[config.mk]
export PLATFORM = sky130hd
export DESIGN_NAME = grid_zone_snap_selector_core_flat
export DESIGN_NICKNAME = d
export VERILOG_FILES = /design/src/design/gzs_pkg.sv /design/src/design/gzs_ifs.sv /design/src/design/grid_zone_snap_selector_core.sv /design/src/design/gzs_datapath.sv /design/src/design/gzs_ctrl.sv /design/src/flat_wrapper.sv
export SDC_FILE = /design/constraint.sdc
export NUM_CORES = 1
export LEC_CHECK = 0
export BUFFER_PORTS_ARGS = -buffer_cell sky130_fd_sc_hd__buf_2
export CELL_PAD_IN_SITES_DETAIL_PLACEMENT = 1
export CELL_PAD_IN_SITES_GLOBAL_PLACEMENT = 1
export CORE_UTILIZATION = 30
export CTS_CLUSTER_DIAMETER = 150
export CTS_CLUSTER_SIZE = 25
export DETAILED_ROUTE_END_ITERATION = 8
export PLACE_DENSITY = 0.65
export SLEW_MARGIN = 20
export SYNTH_ARGS = -nofsm -noshare
export SYNTH_HDL_FRONTEND = slang
export SYNTH_SLANG_ARGS = --single-unit
[constraint.sdc]
create_clock -name clock -period 18.1 [get_ports clock]
set_input_delay 0.905 -clock clock [delete_from_list [all_inputs] [get_ports clock]]
set_output_delay 0.905 -clock clock [all_outputs]
set_load 0.05 [all_outputs]
[src/design/gzs_pkg.sv]
package gzs_pkg;

   // parameter defaults
   localparam int MAX_ZONES_ACROSS_DEF = 16;
   localparam int MAX_ZONES_DOWN_DEF   = 16;

   // input modes
   localparam logic [1:0] MODE_BEGIN  = 2'd0;
   localparam logic [1:0] MODE_MOTION = 2'd1;
   localparam logic [1:0] MODE_TOGGLE = 2'd2;
   localparam logic [1:0] MODE_END    = 2'd3;

   // register indexes
   localparam logic [2:0] REG_ZONES_ACROSS  = 3'd0;
   localparam logic [2:0] REG_ZONES_DOWN    = 3'd1;
   localparam logic [2:0] REG_INNER_PADDING = 3'd2;
   localparam logic [2:0] REG_LEEWAY_X      = 3'd3;
   localparam logic [2:0] REG_LEEWAY_Y      = 3'd4;

   typedef struct packed {
      logic [4:0] zones_across;
      logic [4:0] zones_down;
      logic [7:0] inner_padding;
      logic [7:0] leeway_x;
      logic [7:0] leeway_y;
   } cfg_type;

   typedef struct packed {
      logic signed [15:0] point_x;
      logic signed [15:0] point_y;
      logic signed [15:0] area_x;
      logic signed [15:0] area_y;
      logic [14:0]        area_width;
      logic [14:0]        area_height;
   } req_pay_type;

   typedef struct packed {
      logic capture;
      logic setup;
      logic div_step;
      logic walk_init;
      logic walk_step;
      logic store;
      logic ax;
      logic span;
   } cmd_type;

   typedef struct packed {
      logic div_done;
      logic walk_done;
      logic hit;
   } status_type;

endpackage

[src/design/gzs_ifs.sv]
interface gzs_req_if;
   import gzs_pkg::*;
   logic               valid;
   logic               ready;
   logic [1:0]         mode;
   logic signed [15:0] point_x;
   logic signed [15:0] point_y;
   logic signed [15:0] area_x;
   logic signed [15:0] area_y;
   logic [14:0]        area_width;
   logic [14:0]        area_height;
   modport source (output valid, mode, point_x, point_y, area_x, area_y, area_width,
                   area_height, input ready);
   modport sink (input valid, mode, point_x, point_y, area_x, area_y, area_width,
                 area_height, output ready);
endinterface

interface gzs_rsp_if;
   logic               valid;
   logic               ready;
   logic               active;
   logic               shown;
   logic               span_on;
   logic               commit;
   logic signed [15:0] box_left;
   logic signed [15:0] box_top;
   logic [14:0]        box_width;
   logic [14:0]        box_height;
   modport source (output valid, active, shown, span_on, commit, box_left, box_top,
                   box_width, box_height, input ready);
   modport sink (input valid, active, shown, span_on, commit, box_left, box_top,
                 box_width, box_height, output ready);
endinterface

interface gzs_csr_if;
   logic       valid;
   logic       ready;
   logic [2:0] index;
   logic [7:0] data;
   modport source (output valid, index, data, input ready);
   modport sink (input valid, index, data, output ready);
endinterface

[src/design/grid_zone_snap_selector_core.sv]
// Zone grid selector: each request beat (begin, pointer motion, span toggle or end) yields
// exactly one response beat carrying the selection flags and the stored final box. Toggle,
// end and motion while idle go straight to the response stage. Begin and active motion run
// a pointer test over both axes: per axis a setup step, bit-serial division for the rounded
// zone pitch (17 shift steps and a done check), a walk init step and one step per zone, then
// a store step. One request is in flight at a time; a new request is taken while the
// previous response still waits to be picked up.
module grid_zone_snap_selector_core
   import gzs_pkg::*;
#(
   parameter int MAX_ZONES_ACROSS = MAX_ZONES_ACROSS_DEF,
   parameter int MAX_ZONES_DOWN   = MAX_ZONES_DOWN_DEF
) (
   input  logic      clock,
   input  logic      reset,
   gzs_req_if.sink   req_chan,
   gzs_rsp_if.source rsp_chan,
   gzs_csr_if.sink   csr_chan
);

   localparam int MAXZ = (MAX_ZONES_ACROSS > MAX_ZONES_DOWN) ? MAX_ZONES_ACROSS
                                                             : MAX_ZONES_DOWN;
   localparam int NW   = $clog2(MAXZ + 1);

   cfg_type     cfg_ff;
   req_pay_type req_pay;
   cmd_type     cmd;
   status_type  status;
   logic        out_load, slot_free;
   logic        active, shown, span_on, commit;
   logic signed [15:0] fin_left, fin_top;
   logic [14:0]        fin_width, fin_height;

   logic               rsp_valid_ff;
   logic               rsp_active_ff, rsp_shown_ff, rsp_span_ff, rsp_commit_ff;
   logic signed [15:0] rsp_left_ff, rsp_top_ff;
   logic [14:0]        rsp_width_ff, rsp_height_ff;

   // configuration registers
   assign csr_chan.ready = 1'b1;
   always_ff @(posedge clock) begin
      if (reset) begin
         cfg_ff.zones_across  <= 5'd2;
         cfg_ff.zones_down    <= 5'd2;
         cfg_ff.inner_padding <= 8'd0;
         cfg_ff.leeway_x      <= 8'd0;
         cfg_ff.leeway_y      <= 8'd0;
      end else if (csr_chan.valid) begin
         case (csr_chan.index)
            REG_ZONES_ACROSS:  cfg_ff.zones_across  <= csr_chan.data[4:0];
            REG_ZONES_DOWN:    cfg_ff.zones_down    <= csr_chan.data[4:0];
            REG_INNER_PADDING: cfg_ff.inner_padding <= csr_chan.data;
            REG_LEEWAY_X:      cfg_ff.leeway_x      <= csr_chan.data;
            REG_LEEWAY_Y:      cfg_ff.leeway_y      <= csr_chan.data;
            default: begin
            end
         endcase
      end
   end

   // request payload
   assign req_pay.point_x     = req_chan.point_x;
   assign req_pay.point_y     = req_chan.point_y;
   assign req_pay.area_x      = req_chan.area_x;
   assign req_pay.area_y      = req_chan.area_y;
   assign req_pay.area_width  = req_chan.area_width;
   assign req_pay.area_height = req_chan.area_height;

   gzs_ctrl u_ctrl (
      .clock     (clock),
      .reset     (reset),
      .req_valid (req_chan.valid),
      .req_mode  (req_chan.mode),
      .req_ready (req_chan.ready),
      .slot_free (slot_free),
      .out_load  (out_load),
      .status    (status),
      .cmd       (cmd),
      .active    (active),
      .shown     (shown),
      .span_on   (span_on),
      .commit    (commit)
   );

   gzs_datapath #(
      .MAX_ZONES_ACROSS (MAX_ZONES_ACROSS),
      .MAX_ZONES_DOWN   (MAX_ZONES_DOWN),
      .NW               (NW)
   ) u_datapath (
      .clock      (clock),
      .reset      (reset),
      .cfg        (cfg_ff),
      .req_pay    (req_pay),
      .cmd        (cmd),
      .status     (status),
      .fin_left   (fin_left),
      .fin_top    (fin_top),
      .fin_width  (fin_width),
      .fin_height (fin_height)
   );

   // response register
   assign slot_free = !rsp_valid_ff || rsp_chan.ready;
   always_ff @(posedge clock) begin
      if (reset) begin
         rsp_valid_ff <= 1'b0;
      end else if (out_load) begin
         rsp_valid_ff <= 1'b1;
      end else if (rsp_chan.ready) begin
         rsp_valid_ff <= 1'b0;
      end
   end

   always_ff @(posedge clock) begin
      if (out_load) begin
         rsp_active_ff <= active;
         rsp_shown_ff  <= shown;
         rsp_span_ff   <= span_on;
         rsp_commit_ff <= commit;
         rsp_left_ff   <= fin_left;
         rsp_top_ff    <= fin_top;
         rsp_width_ff  <= fin_width;
         rsp_height_ff <= fin_height;
      end
   end

   assign rsp_chan.valid      = rsp_valid_ff;
   assign rsp_chan.active     = rsp_active_ff;
   assign rsp_chan.shown      = rsp_shown_ff;
   assign rsp_chan.span_on    = rsp_span_ff;
   assign rsp_chan.commit     = rsp_commit_ff;
   assign rsp_chan.box_left   = rsp_left_ff;
   assign rsp_chan.box_top    = rsp_top_ff;
   assign rsp_chan.box_width  = rsp_width_ff;
   assign rsp_chan.box_height = rsp_height_ff;

endmodule

[src/design/gzs_datapath.sv]
module gzs_datapath
   import gzs_pkg::*;
#(
   parameter int MAX_ZONES_ACROSS = MAX_ZONES_ACROSS_DEF,
   parameter int MAX_ZONES_DOWN   = MAX_ZONES_DOWN_DEF,
   parameter int NW               = 5
) (
   input  logic               clock,
   input  logic               reset,
   input  cfg_type            cfg,
   input  req_pay_type        req_pay,
   input  cmd_type            cmd,
   output status_type         status,
   output logic signed [15:0] fin_left,
   output logic signed [15:0] fin_top,
   output logic [14:0]        fin_width,
   output logic [14:0]        fin_height
);

   localparam int PW  = 8 + NW;                   // padding times zone index
   localparam int DFW = ((PW > 15) ? PW : 15) + 2; // signed usable length
   localparam int DW  = NW + 1;                   // divisor 2n
   localparam int QW  = 17;                       // dividend 2*usable
   localparam int CW  = $clog2(QW + 1);
   localparam int EW  = 22;                       // exact edge values

   // captured item
   req_pay_type pay_ff;

   // divider and walk registers
   logic [14:0]          usable_in;
   logic [NW-1:0]        n_ff;
   logic [DW-1:0]        dvs_ff;
   logic [QW-1:0]        q_ff, q_in;
   logic [DW-1:0]        rem_ff, rem_in;
   logic [CW-1:0]        div_cnt_ff;
   logic [QW-1:0]        a_ff, a_in;
   logic [DW-1:0]        r_ff, r_in;
   logic [PW-1:0]        pad_acc_ff;
   logic [NW-1:0]        idx_ff;
   logic                 any_ff [2];
   logic signed [EW-1:0] lo_ff [2];
   logic signed [EW-1:0] hi_ff [2];

   // boxes
   logic signed [15:0] anc_left_ff, anc_top_ff, fin_left_ff, fin_top_ff;
   logic [14:0]        anc_width_ff, anc_height_ff, fin_width_ff, fin_height_ff;

   // axis selection
   logic signed [15:0] pt_sel, st_sel;
   logic [14:0]        len_sel;
   logic [4:0]         raw_sel;
   logic [7:0]         lee_sel;
   logic [NW-1:0]      n_sel;

   logic [PW-1:0]         pad_prod;
   logic signed [DFW-1:0] diff;
   logic [DW:0]           trial;
   logic [DW:0]           rs;
   logic                  wrap;
   logic signed [EW-1:0]  off, endv, pt_e, lee_e;
   logic [QW-1:0]         sz;
   logic                  zone_hit;

   function automatic logic signed [15:0] clamp_pos(input logic signed [EW-1:0] v);
      if (v < -EW'(32768))
         return 16'sh8000;
      else if (v > EW'(32767))
         return 16'sh7fff;
      else
         return v[15:0];
   endfunction

   function automatic logic [14:0] clamp_len(input logic signed [EW-1:0] v);
      if (v < 0)
         return 15'd0;
      else if (v > EW'(32767))
         return 15'h7fff;
      else
         return v[14:0];
   endfunction

   // per axis operands
   always_comb begin
      pt_sel  = cmd.ax ? pay_ff.point_y : pay_ff.point_x;
      st_sel  = cmd.ax ? pay_ff.area_y : pay_ff.area_x;
      len_sel = cmd.ax ? pay_ff.area_height : pay_ff.area_width;
      raw_sel = cmd.ax ? cfg.zones_down : cfg.zones_across;
      lee_sel = cmd.ax ? cfg.leeway_y : cfg.leeway_x;
      if (raw_sel == 5'd0)
         n_sel = NW'(1);
      else if (cmd.ax && (int'(raw_sel) > MAX_ZONES_DOWN))
         n_sel = NW'(MAX_ZONES_DOWN);
      else if (!cmd.ax && (int'(raw_sel) > MAX_ZONES_ACROSS))
         n_sel = NW'(MAX_ZONES_ACROSS);
      else
         n_sel = NW'(raw_sel);
   end

   // usable length, clamped at zero
   always_comb begin
      pad_prod  = PW'(cfg.inner_padding) * PW'(n_sel - NW'(1));
      diff      = $signed(DFW'(len_sel)) - $signed(DFW'(pad_prod));
      usable_in = (diff < 0) ? 15'd0 : diff[14:0];
   end

   // restoring divider step
   always_comb begin
      trial = {rem_ff, q_ff[QW-1]};
      if (trial >= (DW+1)'(dvs_ff)) begin
         rem_in = DW'(trial - (DW+1)'(dvs_ff));
         q_in   = {q_ff[QW-2:0], 1'b1};
      end else begin
         rem_in = trial[DW-1:0];
         q_in   = {q_ff[QW-2:0], 1'b0};
      end
   end

   // next zone edge from running quotient and remainder
   always_comb begin
      rs   = (DW+1)'(r_ff) + (DW+1)'(rem_ff);
      wrap = rs >= (DW+1)'(dvs_ff);
      r_in = wrap ? DW'(rs - (DW+1)'(dvs_ff)) : rs[DW-1:0];
      a_in = a_ff + q_ff + QW'(wrap);
   end

   // zone hit test
   always_comb begin
      sz       = a_in - a_ff;
      off      = EW'(st_sel) + $signed(EW'(pad_acc_ff)) + $signed(EW'(a_ff));
      endv     = off + $signed(EW'(sz));
      pt_e     = EW'(pt_sel);
      lee_e    = $signed(EW'(lee_sel));
      zone_hit = ((sz != '0) || (lee_sel != 8'd0)) && (pt_e >= off - lee_e) &&
                 (pt_e < endv + lee_e);
   end

   always_ff @(posedge clock) begin
      if (cmd.capture) begin
         pay_ff <= req_pay;
      end
      // axis setup
      if (cmd.setup) begin
         n_ff       <= n_sel;
         dvs_ff     <= {n_sel, 1'b0};
         q_ff       <= {usable_in, 2'b0} >> 1;
         rem_ff     <= '0;
         div_cnt_ff <= CW'(QW);
      end
      if (cmd.div_step) begin
         q_ff       <= q_in;
         rem_ff     <= rem_in;
         div_cnt_ff <= div_cnt_ff - CW'(1);
      end
      // walk start
      if (cmd.walk_init) begin
         a_ff          <= '0;
         r_ff          <= DW'(n_ff);
         pad_acc_ff    <= '0;
         idx_ff        <= '0;
         any_ff[cmd.ax] <= 1'b0;
      end
      // one zone per cycle
      if (cmd.walk_step) begin
         a_ff       <= a_in;
         r_ff       <= r_in;
         pad_acc_ff <= pad_acc_ff + PW'(cfg.inner_padding);
         idx_ff     <= idx_ff + NW'(1);
         if (zone_hit) begin
            if (!any_ff[cmd.ax]) begin
               lo_ff[cmd.ax] <= off;
            end
            hi_ff[cmd.ax]  <= endv;
            any_ff[cmd.ax] <= 1'b1;
         end
      end
   end

   // box update
   logic signed [EW-1:0] al, at, ar, ab, nl, nt, nr, nb;
   always_comb begin
      al = EW'(anc_left_ff);
      at = EW'(anc_top_ff);
      ar = al + $signed(EW'(anc_width_ff));
      ab = at + $signed(EW'(anc_height_ff));
      nl = lo_ff[0];
      nt = lo_ff[1];
      nr = hi_ff[0];
      nb = hi_ff[1];
      if (cmd.span) begin
         nl = (al < lo_ff[0]) ? al : lo_ff[0];
         nt = (at < lo_ff[1]) ? at : lo_ff[1];
         nr = (ar > hi_ff[0]) ? ar : hi_ff[0];
         nb = (ab > hi_ff[1]) ? ab : hi_ff[1];
      end
   end

   always_ff @(posedge clock) begin
      if (reset) begin
         anc_left_ff   <= '0;
         anc_top_ff    <= '0;
         anc_width_ff  <= '0;
         anc_height_ff <= '0;
         fin_left_ff   <= '0;
         fin_top_ff    <= '0;
         fin_width_ff  <= '0;
         fin_height_ff <= '0;
      end else if (cmd.store && status.hit) begin
         fin_left_ff   <= clamp_pos(nl);
         fin_top_ff    <= clamp_pos(nt);
         fin_width_ff  <= clamp_len(nr - nl);
         fin_height_ff <= clamp_len(nb - nt);
         if (!cmd.span) begin
            anc_left_ff   <= clamp_pos(nl);
            anc_top_ff    <= clamp_pos(nt);
            anc_width_ff  <= clamp_len(nr - nl);
            anc_height_ff <= clamp_len(nb - nt);
         end
      end
   end

   // status
   assign status.div_done  = (div_cnt_ff == '0);
   assign status.walk_done = (idx_ff == n_ff - NW'(1));
   assign status.hit       = any_ff[0] && any_ff[1];

   assign fin_left   = fin_left_ff;
   assign fin_top    = fin_top_ff;
   assign fin_width  = fin_width_ff;
   assign fin_height = fin_height_ff;

   // divider must be done before zones are walked
   a_walk_after_div: assert property (@(posedge clock) disable iff (reset)
      cmd.walk_step |-> div_cnt_ff == '0)
      else $error("zone walk started before division finished");

   // running remainder stays below the divisor
   a_rem_range: assert property (@(posedge clock) disable iff (reset)
      cmd.walk_step |-> r_ff < dvs_ff)
      else $error("running remainder out of range");

   // zone edges never move backward
   a_edge_monotone: assert property (@(posedge clock) disable iff (reset)
      cmd.walk_step |=> a_ff >= $past(a_ff))
      else $error("zone edge moved backward");

endmodule

[src/design/gzs_ctrl.sv]
module gzs_ctrl
   import gzs_pkg::*;
(
   input  logic       clock,
   input  logic       reset,
   input  logic       req_valid,
   input  logic [1:0] req_mode,
   output logic       req_ready,
   input  logic       slot_free,
   output logic       out_load,
   input  status_type status,
   output cmd_type    cmd,
   output logic       active,
   output logic       shown,
   output logic       span_on,
   output logic       commit
);

   localparam logic [2:0] S_IDLE  = 3'd0;
   localparam logic [2:0] S_SETUP = 3'd1;
   localparam logic [2:0] S_DIV   = 3'd2;
   localparam logic [2:0] S_WINIT = 3'd3;
   localparam logic [2:0] S_WALK  = 3'd4;
   localparam logic [2:0] S_STORE = 3'd5;
   localparam logic [2:0] S_DONE  = 3'd6;

   logic [2:0] state_ff, state_in;
   logic       ax_ff, ax_in;
   logic       active_ff, active_in;
   logic       span_ff, span_in;
   logic       visible_ff, visible_in;
   logic       commit_ff, commit_in;
   logic       accept;

   assign req_ready = (state_ff == S_IDLE);
   assign accept    = req_valid && req_ready;

   // sequencer
   always_comb begin
      state_in   = state_ff;
      ax_in      = ax_ff;
      active_in  = active_ff;
      span_in    = span_ff;
      visible_in = visible_ff;
      commit_in  = commit_ff;
      cmd        = '0;
      cmd.ax     = ax_ff;
      cmd.span   = span_ff;
      out_load   = 1'b0;
      case (state_ff)
         S_IDLE: begin
            if (accept) begin
               cmd.capture = 1'b1;
               commit_in   = 1'b0;
               ax_in       = 1'b0;
               state_in    = S_DONE;
               case (req_mode)
                  MODE_BEGIN: begin
                     span_in   = 1'b0;
                     active_in = 1'b1;
                     state_in  = S_SETUP;
                  end
                  MODE_MOTION: begin
                     if (active_ff) begin
                        state_in = S_SETUP;
                     end
                  end
                  MODE_TOGGLE: begin
                     if (active_ff) begin
                        span_in = !span_ff;
                     end
                  end
                  default: begin
                     if (active_ff) begin
                        commit_in  = span_ff;
                        visible_in = 1'b0;
                        active_in  = 1'b0;
                     end
                  end
               endcase
            end
         end
         S_SETUP: begin
            cmd.setup = 1'b1;
            state_in  = S_DIV;
         end
         S_DIV: begin
            if (status.div_done) begin
               state_in = S_WINIT;
            end else begin
               cmd.div_step = 1'b1;
            end
         end
         S_WINIT: begin
            cmd.walk_init = 1'b1;
            state_in      = S_WALK;
         end
         S_WALK: begin
            cmd.walk_step = 1'b1;
            if (status.walk_done) begin
               if (!ax_ff) begin
                  ax_in    = 1'b1;
                  state_in = S_SETUP;
               end else begin
                  state_in = S_STORE;
               end
            end
         end
         S_STORE: begin
            cmd.store  = 1'b1;
            visible_in = status.hit;
            state_in   = S_DONE;
         end
         S_DONE: begin
            if (slot_free) begin
               out_load = 1'b1;
               state_in = S_IDLE;
            end
         end
         default: begin
            state_in = S_IDLE;
         end
      endcase
   end

   always_ff @(posedge clock) begin
      if (reset) begin
         state_ff   <= S_IDLE;
         ax_ff      <= 1'b0;
         active_ff  <= 1'b0;
         span_ff    <= 1'b0;
         visible_ff <= 1'b0;
         commit_ff  <= 1'b0;
      end else begin
         state_ff   <= state_in;
         ax_ff      <= ax_in;
         active_ff  <= active_in;
         span_ff    <= span_in;
         visible_ff <= visible_in;
         commit_ff  <= commit_in;
      end
   end

   assign active  = active_ff;
   assign shown   = visible_ff;
   assign span_on = span_ff;
   assign commit  = commit_ff;

   // highlight only while a selection runs
   a_shown_active: assert property (@(posedge clock) disable iff (reset)
      visible_ff |-> active_ff)
      else $error("highlight shown while idle");

   // a commit always ends the selection
   a_commit_ends: assert property (@(posedge clock) disable iff (reset)
      commit_ff |-> !active_ff)
      else $error("commit while selection still active");

   // box store is followed by result delivery
   a_store_done: assert property (@(posedge clock) disable iff (reset)
      state_ff == S_STORE |=> state_ff == S_DONE)
      else $error("store not followed by result");

endmodule

[src/flat_wrapper.sv]
// flat-port wrapper written by rule: the top's interface ports become plain ports
module grid_zone_snap_selector_core_flat import gzs_pkg::*;
#(
   parameter int MAX_ZONES_ACROSS = MAX_ZONES_ACROSS_DEF,
   parameter int MAX_ZONES_DOWN   = MAX_ZONES_DOWN_DEF
)
  (clock, reset, req_chan_valid, req_chan_mode, req_chan_point_x, req_chan_point_y, req_chan_area_x, req_chan_area_y, req_chan_area_width, req_chan_area_height, req_chan_ready, rsp_chan_valid, rsp_chan_active, rsp_chan_shown, rsp_chan_span_on, rsp_chan_commit, rsp_chan_box_left, rsp_chan_box_top, rsp_chan_box_width, rsp_chan_box_height, rsp_chan_ready, csr_chan_valid, csr_chan_index, csr_chan_data, csr_chan_ready);
  gzs_req_if req_chan_i ();
  gzs_rsp_if rsp_chan_i ();
  gzs_csr_if csr_chan_i ();
  input  logic clock;
  input  logic reset;
  input wire logic [$bits(req_chan_i.valid)-1:0] req_chan_valid;
  input wire logic [$bits(req_chan_i.mode)-1:0] req_chan_mode;
  input wire logic [$bits(req_chan_i.point_x)-1:0] req_chan_point_x;
  input wire logic [$bits(req_chan_i.point_y)-1:0] req_chan_point_y;
  input wire logic [$bits(req_chan_i.area_x)-1:0] req_chan_area_x;
  input wire logic [$bits(req_chan_i.area_y)-1:0] req_chan_area_y;
  input wire logic [$bits(req_chan_i.area_width)-1:0] req_chan_area_width;
  input wire logic [$bits(req_chan_i.area_height)-1:0] req_chan_area_height;
  output wire logic [$bits(req_chan_i.ready)-1:0] req_chan_ready;
  output wire logic [$bits(rsp_chan_i.valid)-1:0] rsp_chan_valid;
  output wire logic [$bits(rsp_chan_i.active)-1:0] rsp_chan_active;
  output wire logic [$bits(rsp_chan_i.shown)-1:0] rsp_chan_shown;
  output wire logic [$bits(rsp_chan_i.span_on)-1:0] rsp_chan_span_on;
  output wire logic [$bits(rsp_chan_i.commit)-1:0] rsp_chan_commit;
  output wire logic [$bits(rsp_chan_i.box_left)-1:0] rsp_chan_box_left;
  output wire logic [$bits(rsp_chan_i.box_top)-1:0] rsp_chan_box_top;
  output wire logic [$bits(rsp_chan_i.box_width)-1:0] rsp_chan_box_width;
  output wire logic [$bits(rsp_chan_i.box_height)-1:0] rsp_chan_box_height;
  input wire logic [$bits(rsp_chan_i.ready)-1:0] rsp_chan_ready;
  input wire logic [$bits(csr_chan_i.valid)-1:0] csr_chan_valid;
  input wire logic [$bits(csr_chan_i.index)-1:0] csr_chan_index;
  input wire logic [$bits(csr_chan_i.data)-1:0] csr_chan_data;
  output wire logic [$bits(csr_chan_i.ready)-1:0] csr_chan_ready;
  assign req_chan_i.valid = req_chan_valid;
  assign req_chan_i.mode = req_chan_mode;
  assign req_chan_i.point_x = req_chan_point_x;
  assign req_chan_i.point_y = req_chan_point_y;
  assign req_chan_i.area_x = req_chan_area_x;
  assign req_chan_i.area_y = req_chan_area_y;
  assign req_chan_i.area_width = req_chan_area_width;
  assign req_chan_i.area_height = req_chan_area_height;
  assign req_chan_ready = req_chan_i.ready;
  assign rsp_chan_valid = rsp_chan_i.valid;
  assign rsp_chan_active = rsp_chan_i.active;
  assign rsp_chan_shown = rsp_chan_i.shown;
  assign rsp_chan_span_on = rsp_chan_i.span_on;
  assign rsp_chan_commit = rsp_chan_i.commit;
  assign rsp_chan_box_left = rsp_chan_i.box_left;
  assign rsp_chan_box_top = rsp_chan_i.box_top;
  assign rsp_chan_box_width = rsp_chan_i.box_width;
  assign rsp_chan_box_height = rsp_chan_i.box_height;
  assign rsp_chan_i.ready = rsp_chan_ready;
  assign csr_chan_i.valid = csr_chan_valid;
  assign csr_chan_i.index = csr_chan_index;
  assign csr_chan_i.data = csr_chan_data;
  assign csr_chan_ready = csr_chan_i.ready;
  grid_zone_snap_selector_core #(.MAX_ZONES_ACROSS(MAX_ZONES_ACROSS), .MAX_ZONES_DOWN(MAX_ZONES_DOWN)) u_core (.clock(clock), .reset(reset), .req_chan(req_chan_i), .rsp_chan(rsp_chan_i), .csr_chan(csr_chan_i));
endmodule
-- Yosys cells after proc, flatten, opt, wreduce, memory -nomap -nowiden
Memories as Yosys holds them, arrays and structs flattened. A register that Yosys moved wholly into a read port is not among the register bits.
Cells that the tools add are included.
- flip-flop bits (word level): 401
- bits in latches: 0
- bits in writable memories: 90
- memory bits (read-only): 0
- bits of input ports: 112
- output and inout port bits: 69
- logic and storage cells: 233
- memories: 3
- $add $sub $neg: 21
- multipliers: 1
- div/mod/pow operators: 0
- order comparisons: 18
- equality and inequality tests: 20
- shift operators: 0
- multiplexer cells: 86
- bitwise logic cells: 3
- reduce and logical (&&, ||, !) cells: 39
- memory list (name ; words ; width ; read ports ; clocked after Yosys merged registers in ; write ports ; RTL line ; RTL):
    u_core.u_datapath.hi_ff ; 2 ; 22 ; 2 ; 0 ; 1 ; gzs_datapath.sv:43 ; logic signed [EW-1:0] hi_ff [2];
    u_core.u_datapath.lo_ff ; 2 ; 22 ; 2 ; 0 ; 1 ; gzs_datapath.sv:42 ; logic signed [EW-1:0] lo_ff [2];
    u_core.u_datapath.any_ff ; 2 ; 1 ; 3 ; 1 ; 1 ; gzs_datapath.sv:41 ; logic any_ff [2];
- operator list (kind ; count):
    22-bit 2-to-1 mux ; 8
    16-bit 2-to-1 mux ; 6
    15-bit 2-to-1 mux ; 6
    22-bit by 16-bit > comparator with 1-bit output (second input constant) ; 4
    17-bit 2-to-1 mux ; 4
    17-bit by 22-bit > comparator with 1-bit output ; 2
    16-bit by 22-bit < comparator with 1-bit output ; 2
    22-bit by 1-bit < comparator with 1-bit output (second input constant) ; 2
    22-bit by 16-bit < comparator with 1-bit output (second input constant) ; 2
    22-bit subtractor ; 2
    5-bit 2-to-1 mux ; 8
    6-bit 2-to-1 mux ; 6
    16-bit by 16-bit adder with 17-bit output ; 2
    1-bit 2-to-1 mux ; 33
    13-bit 2-to-1 mux ; 2
    20-bit by 9-bit adder with 21-bit output ; 1
    16-bit by 21-bit < comparator with 1-bit output ; 1
    3-bit case mux with 7 select lines ; 1
    19-bit by 18-bit adder with 20-bit output ; 1
    16-bit by 20-bit greater-or-equal comparator with 1-bit output ; 1
    19-bit by 9-bit subtractor with 20-bit output ; 1
    17-bit by 18-bit adder with 19-bit output ; 1
    3-bit 2-to-1 mux ; 6
    16-bit by 14-bit adder with 17-bit output ; 1
    other kinds (41) ; 85

-- Longest topological paths before layout
- word-level depth: 13
- gate-level depth with buffers: 48

-- Hierarchy
Synthesis repeated with hierarchy kept, for this count alone.
- cells, all modules: 3250
- area total of the unflattened synthesis: 32177.1 um^2
- by module, submodules not included (module ; times used ; cells an instance ; area an instance (um^2)):
    gzs_datapath ; 1 ; 2974 ; 28132.0
    grid_zone_snap_selector_core ; 1 ; 199 ; 3422.0
    gzs_ctrl ; 1 ; 77 ; 623.1

-- Worst setup path after synthesis
OpenSTA, ideal clock, no wires.
- path kind: flip-flop to flip-flop
- start point: register u_core.u_datapath.rem_ff[0]
- end point: memory u_core.u_datapath.lo_ff[0][0], enable pin
- library setup time: 0.419 ns
- arrival time: 10.685 ns
- setup slack: 6.996 ns
- stages on the path, launching flop included: 42
- path buffers: 1
- cells stage by stage: edfxtp_1 -> ha_1 -> inv_1 -> fa_1 -> ha_1 -> inv_1 -> fa_1 -> a21o_1 -> a21oi_1 -> o21ai_0 -> a2111oi_2 -> fa_1 -> fa_1 -> nor2b_1 -> o21a_1 -> nor2_1 -> xnor2_1 -> ha_1 -> [... 6 more ...] -> and2_1 -> ha_1 -> or4_1 -> o22ai_1 -> a21oi_1 -> a221oi_1 -> o21bai_1 -> a21oi_1 -> xor2_1 -> or4_1 -> xor2_1 -> ha_1 -> nor2b_1 -> o21ai_0 -> a31oi_1 -> or4_1 -> clkbuf_1 -> nor3_1
- cells in the longest elaborated chain, start to end: 11
- elaborated cells between the ends (all ways): 14
- classes of those cells: 5 x add/sub; 2 x order compare; 3 x mux; 4 x reduce/logical
- RTL lines (what ; RTL line ; RTL):
    from (decl) ; gzs_datapath.sv:35 ; logic [DW-1:0] rem_ff, rem_in;
    from (signal assigned) ; gzs_datapath.sv:152 ; rem_ff <= rem_in;
    6-bit by 6-bit adder with 7-bit output * ; gzs_datapath.sv:121 ; rs = (DW+1)'(r_ff) + (DW+1)'(rem_ff);
    7-bit by 6-bit greater-or-equal comparator with 1-bit output * ; gzs_datapath.sv:122 ; wrap = rs >= (DW+1)'(dvs_ff);
    17-bit by 1-bit adder with 17-bit output * ; gzs_datapath.sv:124 ; a_in = a_ff + q_ff + QW'(wrap);
    named net u_core.u_datapath.a_in[4] ; gzs_datapath.sv:37 ; logic [QW-1:0] a_ff, a_in;
    17-bit subtractor * ; gzs_datapath.sv:129 ; sz = a_in - a_ff;
    19-bit by 18-bit adder with 20-bit output or 17-bit nonzero test (tied branches) ; gzs_datapath.sv:131, gzs_datapath.sv:134 ;
    20-bit by 9-bit adder with 21-bit output or 1-bit logical OR (tied branches) ; gzs_datapath.sv:135, gzs_datapath.sv:134 ;
    16-bit by 21-bit < comparator with 1-bit output or 1-bit logical AND (tied branches) ; gzs_datapath.sv:135, gzs_datapath.sv:134 ;
    1-bit logical AND * ; gzs_datapath.sv:134 ; zone_hit = ((sz != '0) || (lee_sel != 8'd0)) && (pt_e >= off - lee_e) &&
    1-bit 2-to-1 mux * ; gzs_datapath.sv:169 ; if (zone_hit) begin
    1-bit 2-to-1 mux * ; gzs_datapath.sv:164 ; if (cmd.walk_step) begin
    1-bit 2-to-1 mux (implied by the code) * ; gzs_datapath.sv:171 ; lo_ff[cmd.ax] <= off;
    to (decl) ; gzs_datapath.sv:42 ;
The timed path passes the listed nets; every way through them passes the cells marked *.

-- Worst setup path after layout
- start point: register u_core.u_datapath.rem_ff[0]
- end point: memory u_core.u_datapath.hi_ff[0][20], enable pin
- cells in the longest elaborated chain, start to end: 11
- elaborated cells between the ends (all ways): 14
- classes of those cells: 5 x add/sub; 2 x order compare; 3 x mux; 4 x reduce/logical
- RTL lines (what ; RTL line ; RTL):
    6-bit by 6-bit adder with 7-bit output * ; gzs_datapath.sv:121 ;
    7-bit by 6-bit greater-or-equal comparator with 1-bit output * ; gzs_datapath.sv:122 ;
    17-bit by 1-bit adder with 17-bit output * ; gzs_datapath.sv:124 ;
    named net u_core.u_datapath.a_in[4] ; gzs_datapath.sv:37 ;
    17-bit subtractor * ; gzs_datapath.sv:129 ;
    19-bit by 18-bit adder with 20-bit output or 17-bit nonzero test (tied branches) ; gzs_datapath.sv:131, gzs_datapath.sv:134 ;
    20-bit by 9-bit adder with 21-bit output or 1-bit logical OR (tied branches) ; gzs_datapath.sv:135, gzs_datapath.sv:134 ;
    16-bit by 21-bit < comparator with 1-bit output or 1-bit logical AND (tied branches) ; gzs_datapath.sv:135, gzs_datapath.sv:134 ;
    1-bit logical AND * ; gzs_datapath.sv:134 ;
    1-bit 2-to-1 mux * ; gzs_datapath.sv:169 ;
    1-bit 2-to-1 mux * ; gzs_datapath.sv:164 ;
    1-bit 2-to-1 mux (implied by the code) * ; gzs_datapath.sv:173 ; hi_ff[cmd.ax] <= endv;
    to (decl) ; gzs_datapath.sv:43 ;
Marks and branches as above.

==> metrics.txt <==
Critical Path Sink=u_core.u_datapath.hi_ff[0][20]; number of hold violations in the final report=0; number of levels in the clock H-tree=1; buffers from clock root to sink, at most=3; full die area=0.1060 sq mm; Total Routed Length=91710 um; starting density of the core=0.3031; detailed-route wire length on metal 1=about 42000 um; CTS sink cnt=482; number of design-rule violations left by the first detailed-router iteration=1061; Hold Slack=0.4309 ns; number of search-and-repair iterations in the first detailed-routing pass=4; final worst-path cycle share=0.6517; Worst setup EP type=register; flop and latch count out of synthesis=between 400 and 500; Levels on crit path=41; largest stage delay on the critical path=0.96 ns; antenna violations before repair=4; predominant post-synthesis flop cell=edfxtp_1; signal arrival time at the worst endpoint=roughly 12 ns; CTS clock-pin slew for the worst setup and hold paths=roughly 0.11 ns; class of the tightest hold or removal check=primary input to register; TritonCTS buffer count=23; Slew headroom=0.2952; largest fanout on the critical path=11; Max Cap Viol=0; critical-path cell with the highest stage delay=a2111oi_2; first-pass GRT wire length=141800 um; shortest period the worst path allows=~12 ns; pre-CTS setup slack=roughly 6.3 ns; RR Endpoint=u_core.u_datapath.hi_ff[0][20]; async set-or-reset flop fraction in the synthesized netlist=0; post-layout instance count excluding filler cells=between 4000 and 5000; synthesized area=~0.031 sq mm; area of the core region=just over 0.1 sq mm; global routing usage summed across all routing layers=0.1700; number of vias per cell after detailed routing=between 5 and 6; launching instance or port of the critical path=u_core.u_datapath.rem_ff[0]; CTS hold repair buffers=0; R2R Path Start=u_core.u_datapath.rem_ff[0]; number of ports placed on the die boundary=between 150 and 200; DR WL/cell=19.49 um; average cell area after synthesis=9.977 sq um; Setup Fix Bufs, Post-CTS=0; status=finished, final reports clean; final weighted congestion of routability-driven global placement=around 0.84; metal3 WL=2427 um; placed cell count=between 4000 and 5000; number of nets in the layout=roughly 3800; post-cts sizing count=0; insertion delay to the later sink of the worst-skew pair=0.64 ns; buffer cell driving the clock tree root=clkbuf_16; R2R setup slack=6.30 ns; Total Neg Setup Slack=0 ns; ratio of cells with drive above 1 in the final layout=0.1065; Area Growth Syn to Fin=10.51%; number of placement rows=118; HPWL after detailed placement=~74000 um; Worst Max-Slew Pin Slew=1.055 ns; CP bufs+invs=3; setup repair after global routing missed its margin=false; quantity of I/O buffers inserted on ports=around 180; critical path required time=approximately 18 ns; via count of the first global-routing pass=24210; overflow left after global routing=0; floorplan die width=approximately 330 um; via count=23680; element type at the critical path start=register; register area share after synthesis=0.4072; Final Max Slew Viols=0; post-detailed-route DRC marker count=0; Worst Path Class, Setup=register to register; TritonCTS clock tree=yes; uppermost layer routed=met4; Max Clock Skew=0.04447 ns; Post-synth EDFFs=between 300 and 400; met2 routed WL=45220 um; unique cell type count in the Yosys netlist=slightly above 80; Routed Antenna Nets=0; most common cell type on the critical path=ha_1; final count of negative-setup-slack endpoints=0; highest clock frequency the design can meet=84.77 MHz; maximum number of pins on one net before global-route repair=60; number of standard cells after synthesis=approximately 3100; kind of cell adding the most delay to the critical path=compound AO/OA/AOI/OAI gates; number of warnings printed during yosys synthesis=0; die boundary height=between 300 and 400 um; worst setup slack after layout=about 6.3 ns; Worst R2R Path Depth=41
-- Yosys cell counts, drive strengths merged, types with 7 or more instances --
cell	count	area, sq um
xnor2	111	972.2
nor3	53	265.3
inv	239	897.1
a31oi	13	81.33
edfxtp	314	9429
dfxtp	168	3363
ha	344	4304
nor2b	63	394.1
buf	13	68.81
or4	7	56.30
nand3b	8	63.81
nand4	29	181.4
nand3	37	185.2
o21a	41	307.8
o211ai	9	67.56
nor2	232	870.8
nor4	17	106.4
or2	17	111.4
nand2b	34	212.7
a2111oi	9	103.9
a211o	9	78.83
fa	54	1081
a21oi	215	1076
a221oi	7	61.31
o21bai	10	75.07
and3	22	137.6
o22ai	9	56.30
a211oi	30	225.2
mux2i	64	640.6
a21boi	12	90.09
or3	13	81.33
o31ai	17	127.6
and2	43	269.0
o221a	26	292.8
nand2	249	934.7
xor2	60	525.5
mux2	65	732.0
o21ai	252	1261
clkbuf	70	262.8
a21o	84	630.6
-- stage by stage --
step / utilization / instance area [sq um]
detailed placement: 0.3283 / 34030
global placement: 0.3283 / 34030
global route: 0.3350 / 34720
floorplan: - / 31440
finish: 0.3350 / 34720
CTS: 0.3349 / 34710
-- routing by layer --
layer | vias up | GRT usage
met4 | 0 | 0.03031
met3 | 66 | 0.01650
met5 | - | 0
met2 | 299 | 0.3028
met1 | 11640 | 0.2238
li1 | 11680 | -
-- worst register-to-register path: cells and delay by family (launching register included) --
family	cells	cell delay [ns]
simple gates	9	3.35
fa+ha+maj	9	2.67
buf+inv	3	0.44
xor+xnor	3	0.49
compound gates	17	4.18
flops	1	0.39
-- state kept, by name, summed over array words and instances, names as in the netlist, 16 cells and up, named ones only --
name / flops
u_core.u_datapath.anc_top_ff: 16
u_core.cfg_ff: 34
u_core.u_datapath.pay_ff: 94
u_core.u_datapath.fin_left: 16
u_core.u_datapath.q_ff: 17
u_core.u_datapath.hi_ff: 40
u_core.rsp_chan.box_top: 16
u_core.u_datapath.anc_left_ff: 16
u_core.rsp_chan.box_left: 16
u_core.u_datapath.lo_ff: 38
u_core.u_datapath.a_ff: 17
u_core.u_datapath.fin_top: 16
-- final cells by class --
cell class / instances / area [sq um]
Multi-Input combinational cell: 2351 / 17490
Clock buffer: 38 / 631.9
Inverter: 240 / 903.4
Tap cell: 1380 / 1727
Fill cell: 11930 / 68930
Clock inverter: 4 / 45.04
Antenna cell: 1 / 2.502
Sequential cell: 482 / 12800
Timing Repair Buffer: 209 / 1121
-- how the worst min path moves through the flow --
stage | start | end | cells past startpoint
floorplan | u_core.u_ctrl.shown | u_core.rsp_chan.shown | 0
global placement | u_core.u_datapath.fin_left[6] | u_core.rsp_chan.box_left[6] | 0
detailed placement | u_core.u_datapath.fin_left[14] | u_core.rsp_chan.box_left[14] | 0
CTS | req_chan_point_y[12] | u_core.u_datapath.pay_ff[74] | 1
global route | req_chan_point_x[12] | u_core.u_datapath.pay_ff[90] | 1
finish | req_chan_point_y[12] | u_core.u_datapath.pay_ff[74] | 1
-- layout by cell type (no fill, tap or decap), drive strengths merged, types with 37 or more instances in the layout --
| cell | instances |
|---|---|
| a21o | 84 |
| a21oi | 215 |
| and2 | 43 |
| buf | 209 |
| clkbuf | 38 |
| dfxtp | 168 |
| edfxtp | 314 |
| fa | 54 |
| ha | 344 |
| inv | 241 |
| mux2 | 65 |
| mux2i | 64 |
| nand2 | 249 |
| nand3 | 37 |
| nor2 | 232 |
| nor2b | 63 |
| nor3 | 53 |
| o21a | 41 |
| o21ai | 252 |
| xnor2 | 111 |
| xor2 | 60 |
-- kinds of logic (layout without fill, tap and decap cells) --
group | after synthesis | in the layout | share of synthesized area
flops | 482 | 482 | 0.4072
fa+ha+maj | 398 | 398 | 0.1714
xor+xnor | 172 | 172 | 0.04839
buf+inv | 323 | 491 | 0.03923
mux | 129 | 129 | 0.04369
other cells | 2 | 10 | 0.0002390
compound gates | 798 | 798 | 0.1607
simple gates | 845 | 845 | 0.1292
Power is not shown: default switching activity piles up to over one toggle a cycle in this logic, so the estimate is an artifact.
